[src/hw/rtl/dss_pkg.sv]
// Shared types, constants and table functions of the drum step sequencer.
package dss_pkg;

  localparam int PATTERNS_DEF = 8;
  localparam int TRACKS_DEF   = 16;
  localparam int STEPS_DEF    = 16;

  localparam int STEP_W     = 4;
  localparam int ENABLE_POS = 3;

  localparam logic [3:0] CHANNEL_RST = 4'd0;
  localparam logic [4:0] TPS_RST     = 5'd6;
  localparam logic [6:0] TPB_RST     = 7'd24;
  localparam logic [4:0] BPM_RST     = 5'd4;
  localparam logic [7:0] DIVIDE_RST  = 8'd20;

  localparam logic [7:0] DIVIDER_MAX      = 8'd255;
  localparam logic [2:0] DEFAULT_VELOCITY = 3'd5;
  localparam logic [7:0] VELO_SCALE       = 8'd18;
  localparam logic [7:0] VELO_MAX         = 8'd127;
  localparam logic [3:0] BEAT_MAX         = 4'd15;

  typedef enum logic [3:0] {
    CMD_TIMER          = 4'd0,
    CMD_MIDI_CLOCK     = 4'd1,
    CMD_START          = 4'd2,
    CMD_STOP           = 4'd3,
    CMD_CONTINUE       = 4'd4,
    CMD_PLAY           = 4'd5,
    CMD_TOGGLE_STEP    = 4'd6,
    CMD_SET_VELOCITY   = 4'd7,
    CMD_TOGGLE_TRACK   = 4'd8,
    CMD_SELECT_PATTERN = 4'd9,
    CMD_JUMP           = 4'd10,
    CMD_CLEAR          = 4'd11
  } cmd_t;

  typedef enum logic [2:0] {
    REG_CHANNEL             = 3'd0,
    REG_TICKS_PER_SIXTEENTH = 3'd1,
    REG_BEAT_TICKS          = 3'd2,
    REG_MEASURE_BEATS       = 3'd3,
    REG_INTERNAL_DIVIDE     = 3'd4
  } reg_t;

  typedef enum logic [2:0] {
    ST_CLEAR,
    ST_IDLE,
    ST_EDIT,
    ST_MASK,
    ST_SCAN,
    ST_FLUSH
  } st_state_t;

  typedef enum logic [1:0] {
    TM_IDLE,
    TM_PHASE,
    TM_WRAP
  } tm_state_t;

  typedef struct packed {
    logic [3:0] chan;
    logic [4:0] ticks_per_sixteenth;
    logic [6:0] beat_ticks;
    logic [4:0] measure_beats;
    logic [7:0] internal_divide;
  } cfg_t;

  typedef struct packed {
    logic       start;
    cmd_t       op;
    logic [2:0] pattern;
    logic [3:0] track;
    logic [3:0] step;
    logic [2:0] velocity;
  } req_t;

  function automatic logic [6:0] note_of(input logic [3:0] trk);
    logic [6:0] n;
    unique case (trk)
      4'd0:    n = 7'd49;
      4'd1:    n = 7'd37;
      4'd2:    n = 7'd39;
      4'd3:    n = 7'd51;
      4'd4:    n = 7'd42;
      4'd5:    n = 7'd44;
      4'd6:    n = 7'd46;
      4'd7:    n = 7'd50;
      4'd8:    n = 7'd36;
      4'd9:    n = 7'd38;
      4'd10:   n = 7'd40;
      4'd11:   n = 7'd41;
      4'd12:   n = 7'd43;
      4'd13:   n = 7'd45;
      4'd14:   n = 7'd47;
      default: n = 7'd48;
    endcase
    return n;
  endfunction

  function automatic logic [6:0] velocity_of(input logic [2:0] v);
    logic [7:0] x;
    x = 8'(v) * VELO_SCALE + 8'd1;
    return (x > VELO_MAX) ? VELO_MAX[6:0] : x[6:0];
  endfunction

endpackage

[src/hw/rtl/dss_rem.sv]
// Restoring remainder unit: one dividend bit per cycle, eight dividend bits per request.
module dss_rem (
  input  logic       clk,
  input  logic       rst,
  input  logic       start,
  input  logic [7:0] dividend,
  input  logic [6:0] divisor,
  output logic       done,
  output logic [6:0] rem
);

  localparam int ITER = 8;

  logic       busy;
  logic [2:0] cnt;
  logic [7:0] num;
  logic [6:0] den;
  logic [6:0] r;
  logic [7:0] shifted;
  logic [6:0] r_next;

  always_comb begin
    shifted = {r, num[7]};
    if (shifted >= {1'b0, den}) begin
      r_next = 7'(shifted - {1'b0, den});
    end else begin
      r_next = shifted[6:0];
    end
  end

  always_ff @(posedge clk) begin
    if (rst) begin
      busy <= 1'b0;
      done <= 1'b0;
      cnt  <= '0;
    end else begin
      done <= busy && (cnt == 3'(ITER - 1));
      if (start) begin
        busy <= 1'b1;
        cnt  <= '0;
      end else if (busy) begin
        cnt <= cnt + 3'd1;
        if (cnt == 3'(ITER - 1)) begin
          busy <= 1'b0;
        end
      end
    end
  end

  always_ff @(posedge clk) begin
    if (start) begin
      num <= dividend;
      den <= divisor;
      r   <= '0;
    end else if (busy) begin
      num <= {num[6:0], 1'b0};
      r   <= r_next;
    end
  end

  assign rem = r;

endmodule

[src/hw/rtl/dss_timing.sv]
// Transport state, clock divider and tick/beat/step counters of the sequencer.
module dss_timing #(
  parameter int PATTERNS = dss_pkg::PATTERNS_DEF,
  parameter int STEPS    = dss_pkg::STEPS_DEF,
  localparam int PW = (PATTERNS > 1) ? $clog2(PATTERNS) : 1,
  localparam int SW = $clog2(STEPS)
) (
  input  logic           clk,
  input  logic           rst,
  input  dss_pkg::cfg_t  cfg,
  input  dss_pkg::req_t  req,
  output logic           done,
  output logic           scan_start,
  output logic [PW-1:0]  scan_pattern,
  output logic [SW-1:0]  scan_step
);

  import dss_pkg::*;

  tm_state_t   state;
  tm_state_t   state_next;
  logic        running;
  logic        ext_clock;
  logic [SW-1:0] cur_step;
  logic [6:0]  tick_cnt;
  logic [3:0]  beat_cnt;
  logic [7:0]  div_cnt;
  logic [PW-1:0] play_pat;
  logic        step_hit;

  logic [4:0]  tps_eff;
  logic [6:0]  tpb_eff;
  logic [4:0]  bpm_eff;
  logic        div_fire;
  logic        is_tick;
  logic        rem_start;
  logic        rem_done;
  logic [7:0]  rem_dividend;
  logic [6:0]  rem_divisor;
  logic [6:0]  rem;
  logic [SW-1:0] step_now;
  logic [4:0]  beat_inc;
  logic [3:0]  beat_wrap;

  assign tps_eff = (cfg.ticks_per_sixteenth == '0) ? 5'd1 : cfg.ticks_per_sixteenth;
  assign tpb_eff = (cfg.beat_ticks == '0) ? 7'd1 : cfg.beat_ticks;
  assign bpm_eff = (cfg.measure_beats == '0) ? 5'd1 : cfg.measure_beats;

  assign div_fire = !ext_clock && running && (div_cnt >= cfg.internal_divide);

  // A step is due when the tick count is a multiple of ticks_per_sixteenth, and the
  // measure restarts at step zero when both tick and beat counts are zero.
  assign step_now  = (beat_cnt == '0 && tick_cnt == '0) ? '0 : cur_step;
  assign beat_inc  = {1'b0, beat_cnt} + 5'd1;
  assign beat_wrap = (beat_inc >= bpm_eff || beat_inc > {1'b0, BEAT_MAX}) ? '0 : beat_inc[3:0];

  always_comb begin
    is_tick = 1'b0;
    if (req.start) begin
      unique case (req.op)
        CMD_TIMER:      is_tick = div_fire;
        CMD_MIDI_CLOCK: is_tick = running && ext_clock;
        default:        is_tick = 1'b0;
      endcase
    end
  end

  always_comb begin
    state_next   = state;
    rem_start    = 1'b0;
    rem_dividend = {1'b0, tick_cnt};
    rem_divisor  = {2'b0, tps_eff};
    scan_start   = 1'b0;
    unique case (state)
      TM_IDLE: begin
        if (is_tick) begin
          rem_start  = 1'b1;
          state_next = TM_PHASE;
        end
      end
      TM_PHASE: begin
        rem_dividend = {1'b0, tick_cnt} + 8'd1;
        rem_divisor  = tpb_eff;
        if (rem_done) begin
          rem_start  = 1'b1;
          state_next = TM_WRAP;
        end
      end
      TM_WRAP: begin
        if (rem_done) begin
          scan_start = step_hit;
          state_next = TM_IDLE;
        end
      end
      default: state_next = TM_IDLE;
    endcase
  end

  assign scan_pattern = play_pat;
  assign scan_step    = step_now;

  dss_rem u_rem (
    .clk      (clk),
    .rst      (rst),
    .start    (rem_start),
    .dividend (rem_dividend),
    .divisor  (rem_divisor),
    .done     (rem_done),
    .rem      (rem)
  );

  always_ff @(posedge clk) begin
    if (rst) begin
      state <= TM_IDLE;
    end else begin
      state <= state_next;
    end
  end

  always_ff @(posedge clk) begin
    if (rst) begin
      done      <= 1'b0;
      running   <= 1'b0;
      ext_clock <= 1'b0;
      cur_step  <= '0;
      tick_cnt  <= '0;
      beat_cnt  <= '0;
      div_cnt   <= DIVIDE_RST;
      play_pat  <= '0;
      step_hit  <= 1'b0;
    end else begin
      done <= 1'b0;
      if (state == TM_IDLE && req.start) begin
        done <= !is_tick;
        unique case (req.op)
          CMD_TIMER: begin
            if (div_fire) begin
              div_cnt <= '0;
            end else if (div_cnt != DIVIDER_MAX) begin
              div_cnt <= div_cnt + 8'd1;
            end
          end
          CMD_START: begin
            running   <= 1'b1;
            ext_clock <= 1'b1;
            cur_step  <= '0;
            tick_cnt  <= '0;
            beat_cnt  <= '0;
          end
          CMD_STOP: begin
            running   <= 1'b0;
            ext_clock <= 1'b0;
          end
          CMD_CONTINUE: begin
            running   <= 1'b1;
            ext_clock <= 1'b1;
          end
          CMD_PLAY: begin
            // Play press is ignored while following external clock.
            if (!ext_clock || !running) begin
              running <= !running;
              if (!running) begin
                ext_clock <= 1'b0;
                tick_cnt  <= '0;
                beat_cnt  <= '0;
              end
            end
          end
          CMD_SELECT_PATTERN: begin
            if (32'(req.pattern) < PATTERNS) begin
              play_pat <= PW'(req.pattern);
            end
          end
          CMD_JUMP: begin
            if (32'(req.step) < STEPS) begin
              cur_step <= SW'(req.step);
            end
          end
          default: ;
        endcase
      end
      if (state == TM_PHASE && rem_done) begin
        step_hit <= (rem == '0);
      end
      if (state == TM_WRAP && rem_done) begin
        tick_cnt <= rem;
        if (rem == '0) begin
          beat_cnt <= beat_wrap;
        end
        if (step_hit) begin
          cur_step <= (step_now == SW'(STEPS - 1)) ? '0 : step_now + SW'(1);
        end else begin
          done <= 1'b1;
        end
      end
    end
  end

endmodule

[config.mk]
export PLATFORM = sky130hd
export DESIGN_NAME = dss_timing
export DESIGN_NICKNAME = d
export VERILOG_FILES = /design/src/hw/rtl/dss_pkg.sv /design/src/hw/rtl/dss_rem.sv /design/src/hw/rtl/dss_timing.sv
export SDC_FILE = /design/constraint.sdc
export NUM_CORES = 1
export LEC_CHECK = 0
export BUFFER_PORTS_ARGS = -buffer_cell sky130_fd_sc_hd__buf_2
export CAP_MARGIN = 20
export CORE_ASPECT_RATIO = 1.25
export CORE_MARGIN = 5
export CORE_UTILIZATION = 28
export DETAILED_ROUTE_END_ITERATION = 7
export GPL_TIMING_DRIVEN = 0
export PLACE_DENSITY = 0.44
export SLEW_MARGIN = 20
export SYNTH_ARGS = -nofsm -noshare
export SYNTH_HDL_FRONTEND = slang
export SYNTH_SLANG_ARGS = --single-unit
[constraint.sdc]
create_clock -name clk -period 2.54 [get_ports clk]
set_input_delay 0.254 -clock clk [delete_from_list [all_inputs] [get_ports clk]]
set_output_delay 0.254 -clock clk [all_outputs]
set_load 0.005 [all_outputs]
Word-level counts from Yosys, hierarchy flattened
Cells that the tools add are included.
{"block": "op_classes", "addsub": 6, "n_lt_le_gt_ge": 4, "eq_ne": 19, "muxes": 50, "n_bitwise": 1, "n_reduce_logical": 35}
{"op": "4-bit 2-to-1 mux", "count": 11}
{"op": "8-bit 2-to-1 mux", "count": 5}
{"op": "7-bit 2-to-1 mux", "count": 5}
{"op": "7-bit logical NOT", "count": 3}
{"op": "5-bit 2-to-1 mux", "count": 4}
{"op": "4-bit one-hot mux with 2 select lines", "count": 2}
{"op": "1-bit 2-to-1 mux", "count": 14}
{"op": "7-bit one-hot mux with 2 select lines", "count": 1}
{"op": "4-bit == test (second input constant)", "count": 3}
{"op": "5-bit logical NOT", "count": 2}
{"op": "3-bit AND reduction", "count": 3}
{"op": "7-bit by 1-bit adder with 8-bit output (second input constant)", "count": 1}
{"op": "8-bit by 1-bit adder with 8-bit output (second input constant)", "count": 1}
{"op": "4-bit by 2-bit == test with 1-bit output (second input constant)", "count": 2}
{"op": "4-bit by 3-bit == test with 1-bit output (second input constant)", "count": 2}
{"op": "8-bit by 7-bit greater-or-equal comparator with 1-bit output", "count": 1}
{"op": "8-bit greater-or-equal comparator", "count": 1}
{"op": "1-bit logical AND", "count": 8}
{"op": "4-bit logical NOT", "count": 2}
{"op": "8-bit inequality test (second input constant)", "count": 1}
{"op": "4-bit AND reduction", "count": 2}
{"op": "7-bit subtractor", "count": 1}
{"op": "2-bit 2-to-1 mux", "count": 3}
{"op": "2-bit inequality test (second input constant)", "count": 3}
{"op": "22 further kinds", "count": 34}
{"block": "word_totals", "reg_bits": 59, "output_inout_bits": 9}

Logic depth before layout (Yosys ltp)
{"block": "logic_depth", "depth_word": 9, "depth_mapped": 11, "ltp_nobuf": 11}

Hierarchy
Synthesis repeated with hierarchy kept, for this count alone.
{"block": "unflattened", "hier_cells": 414, "area_unflattened_um2": 3776.1}
{"module": "dss_timing", "instances": 1, "cells_each": 276, "area_per_inst_um2": 2277.2, "seq_area_each_um2": 640.6}
{"module": "dss_rem", "instances": 1, "cells_each": 138, "area_per_inst_um2": 1498.9, "seq_area_each_um2": 690.7}

Worst setup path after synthesis
OpenSTA, ideal clock, no wires.
{"block": "synth_timing", "kind": "register to register", "start": "register u_rem.num[7]", "end": "register u_rem.r[0] (netlist: u_rem.rem[0])", "setup_ps": 86, "arrival_time_ps": 2069, "required_ps": 2454, "setup_slack_ps": 385, "path_stages_with_launch": 10, "path_buffers": 0, "path_cell_list": "edfxtp_1 -> inv_1 -> ha_1 -> fa_1 -> nor2b_1 -> o31a_1 -> o31a_2 -> nor2_4 -> mux2_2 -> a211oi_1"}
{"block": "synth_via", "elab_chain_cells": 2, "word_cells_on_any_way": 3}
{"item": "from (decl)", "line_no": "dss_rem.sv:16", "source": "logic [7:0] num;"}
{"item": "from (signal assigned)", "line_no": "dss_rem.sv:52", "source": "num <= dividend;"}
{"item": "from (signal assigned)", "line_no": "dss_rem.sv:56", "source": "num <= {num[6:0], 1'b0};"}
{"item": "7-bit subtractor / 8-bit by 7-bit greater-or-equal comparator with 1-bit output (equally long branches)", "line_no": "dss_rem.sv:25, dss_rem.sv:24"}
{"item": "7-bit 2-to-1 mux (*)", "line_no": "dss_rem.sv:24", "source": "if (shifted >= {1'b0, den}) begin"}
{"item": "to (signal assigned)", "line_no": "dss_rem.sv:57", "source": "r <= r_next;"}
{"item": "to (decl)", "line_no": "dss_rem.sv:18", "source": "logic [6:0] r;"}
Every way passes the cells marked *; elsewhere a longest branch is shown, timed or not.
A chain may end at the register's enable or synchronous reset.

Worst setup path after layout
Ends and elaborated chain as after synthesis.

==> run summary <==
For this run, the leading register cell type out of synthesis is dfxtp_1. In this run the count of I/O pins placed on the die edge is 59. The worst setup path is captured at a flop.

The maximum VDD drop is 0.000345 V. The count of hold buffers inserted by post-cts repair came out at 0. For this run, global-route usage on met3 was measured as 0.0255.

The proportion of synthesized chip area in sequential cells came out at 0.365. In this run the standard cell core region covers 12700 um^2. Across every metal layer, demand over resource in global routing totals 0.123. The number of placement rows is 46. The estimated wirelength of the detail-placed design came out at 6.84 mm. The logic depth of the worst register-to-register path came out at 9. The minimum clock period after layout came out at 2410 ps. The final route contains 3021 vias.

The iteration count of the initial detailed-routing pass is 4. A synthesized cell averages 8.94 um^2. The placer congestion estimate is 0.754. The synthesized netlist net count came out at 488. For this run, the post-layout net count is 543. The tightest min-delay check is of the input pin to flop type.

The remaining routing DRC violations is 0. The worst path required time is 2780 ps. The die area came out at 15400 um^2. The power after layout is 2.56 mW. The synthesis-to-finish area growth is 20.7%. Measured along the x axis, the die boundary spans 112 um. Summed over all layers, the routed wires come to 9.02 mm.

After detailed routing, the average wire length per cell comes to 14.2 um. Across the run, the number of max-cap violations was 0. The cell leakage power is 1.82 nW. The most critical setup path has its endpoint at u_rem.rem[0]. The slack of the worst reg-to-reg path is 130 ps. The transition time at the pin with the least slew margin is 595 ps. The count of inserted antenna diode cells is 0. STA classifies the critical path startpoint as a flop. The top cell types in the final layout, fill and taps aside, are buf_2 (46), dfxtp_1 (44), nand2_1 (36), inv_1 (30), ha_1 (29).

The accumulated negative setup slack is 0 ps. For this run, global-route usage on met2 was measured as 0.222. The total of flip-flops plus latches after synthesis came out at 59. The initial antenna violation count is 0. Setup repair after global routing left no endpoint under its margin. The total clock buffers created by CTS came out at 9.

Synthesis handed over a netlist of 408 instances. The number of vias per cell came out at 4.75. The CTS root buffer is clkbuf_16. TritonCTS built the clock tree.

The worst register-to-register path begins at u_rem.num[7]. The wire length of the first global-routing pass came out at 15.1 mm. The leftover overflow at the end of global routing is 0. Entering global routing, the biggest net connects 17 pins.

Buffers placed on the I/O ports in this run total 43. The number of routed nets with antenna violations came out at 0. Data arrives at the worst endpoint at 2650 ps. The proportion of register bits with asynchronous set or reset after synthesis came out at 0.

The initial core utilization is 0.287. In the final layout, the share of cells above drive strength 1 is 0.190. Static timing analysis puts the maximum clock frequency at 0.415 GHz. The capture point of the worst reg-to-reg path is u_rem.rem[0]. The later pin in the worst-skew pair is clocked with a latency of 330 ps. The start point of the critical path is u_rem.num[7]. The number of enable flip-flop cells after synthesis came out at 15. The worst pin sits at a relative slew slack of 0.603. The part of the cycle the worst path needs is 0.949.

The count of clock tree sinks came out at 59. The library cell used most frequently in the layout, excluding fill and tap cells, is buf_2. After global routing, the most crowded layer is met2.

The final cell count without fillers came out at 636. The count of warnings emitted by yosys came out at 0. The flow ran to the end, and the final reports show no timing, DRC or antenna violations. The total count of max-transition violations in the final report came out at 0.

The buffer depth of the longest clock path came out at 2. The number of hold-slack violations in the final timing report is 0. The worst setup skew after layout came out at 7.82 ps.

The global routing usage on met1 came out at 0.144. The areal power density over the cells came out at 581 nW/um^2. The CTS clock-pin slew for the worst setup and hold paths came out at 50 ps. The synthesized cell area came out at 3650 um^2. The number of DRC markers after the initial detailed-route iteration came out at 76. The cell count after placement came out at 619.

The number of distinct library cells after synthesis is 62. The type of the worst setup path is flop to flop. The die is 138 um tall. The number of global-route vias before repair is 3162. The clock tree synthesis step divided the H-tree into 3 levels. Setup violations remaining at the end of the flow were counted as 0. The maximum net fanout on the critical path came out at 5.
## area by class of cell
| class | count | area (um^2) |
|---|---|---|
| well taps | 168 | 210 |
| multi-input cells | 305 | 2140 |
| plain buffers | 14 | 68.8 |
| flip-flops and latches | 59 | 1330 |
| fillers | 1332 | 8320 |
| inverters | 30 | 113 |
| clock buffers | 15 | 288 |
| repair buffers | 44 | 223 |
| clock inverters | 1 | 30.0 |
## worst max-delay path, stage by stage, from the launching register on
cell	delay, ps
edfxtp_1	360
inv_1	110
ha_1	210
fa_1	230
nor2b_1	70
o31a_1	270
o31a_2	350
nor2_4	150
mux2_2	340
a211oi_1	220
## cell usage after synthesis (3+ instances only)
master,n,area [um^2]
ha_1,29,363
a21oi_1,27,135
nand3_1,16,80.1
inv_1,30,113
mux2i_1,8,80.1
a21o_1,3,22.5
a211oi_1,7,52.6
a31oi_1,4,25.0
and3_1,8,50.1
o21ai_0,19,95.1
nand2_1,36,135
nor2_1,28,105
or3_1,3,18.8
nand2b_1,6,37.5
buf_2,3,15.0
xor2_1,9,78.8
nor3_1,15,75.1
o21a_1,5,37.5
nor2b_1,7,43.8
edfxtp_1,15,450
and2_1,7,43.8
mux2_2,11,124
nor4_1,3,18.8
nand4_1,5,31.3
clkbuf_1,8,30.0
dfxtp_1,44,881
xnor2_1,9,78.8
## worst min-delay path by stage
| stage | start | endpoint | cells past startpoint |
|---|---|---|---|
| after detailed placement | tick_cnt[1] | tick_cnt[1] | 2 |
| after global placement | scan_pattern[1] | scan_pattern[1] | 2 |
| after global routing | req[13] | scan_pattern[2] | 3 |
| final | req[12] | scan_pattern[1] | 3 |
| after CTS | req[12] | scan_pattern[1] | 3 |
| after floorplan | req[11] | scan_pattern[0] | 2 |
## layer usage
metal | part of all wire | wire, um | up-vias
met5 | 0 | 0 | -
met2 | 0.51 | 4590 | 36
met4 | 0.012 | 106 | 0
met1 | 0.45 | 4070 | 1404
met3 | 0.028 | 250 | 7
li1 | - | - | 1574
## stage by stage
stage	cell area [um^2]	utilization	hold WS [ps]	worst slack (ps)
6_report	4400	0.346	160	129
2_1_floorplan	3650	-	398	385
4_1_cts	4390	0.345	153	91.9
3_3_place_gp	4070	0.320	474	132
3_5_place_dp	4070	0.320	489	120
5_1_grt	4400	0.346	175	2.49
## state kept, by name, summed over array words and instances (netlist names), 2 cells and up
| register | flops |
|---|---|
| beat_cnt | 4 |
| state | 2 |
| scan_pattern | 3 |
| cur_step | 4 |
| tick_cnt | 7 |
| u_rem.rem | 7 |
| u_rem.num | 8 |
| u_rem.den | 7 |
| u_rem.cnt | 3 |
| div_cnt | 8 |
## logic make-up (layout without fill, tap and decap cells)
group / after synthesis / after routing / share of synthesized area
compound gates: 89 / 89 / 0.164
buf+inv: 44 / 104 / 0.0498
mux: 19 / 19 / 0.0559
simple gates: 149 / 149 / 0.217
fa+ha+maj: 30 / 30 / 0.105
flops: 59 / 59 / 0.365
xor+xnor: 18 / 18 / 0.0432
## where the power goes
part | leakage (nW) | total (mW) | switching [mW] | internal (mW)
sequential | 0.496 | 1.02 | 0.0365 | 0.983
clock | 0.156 | 1.29 | 0.419 | 0.867
combinational | 1.17 | 0.253 | 0.135 | 0.117
## repair_timing
| item | CTS | global route |
|---|---|---|
| buffers inserted | 0 | 1 |
| setup endpoints to repair | 0 | 3 |
| hold endpoints to repair | 0 | 0 |
| gates resized for setup | 0 | 1 |
(Power assumes the default switching activity.)
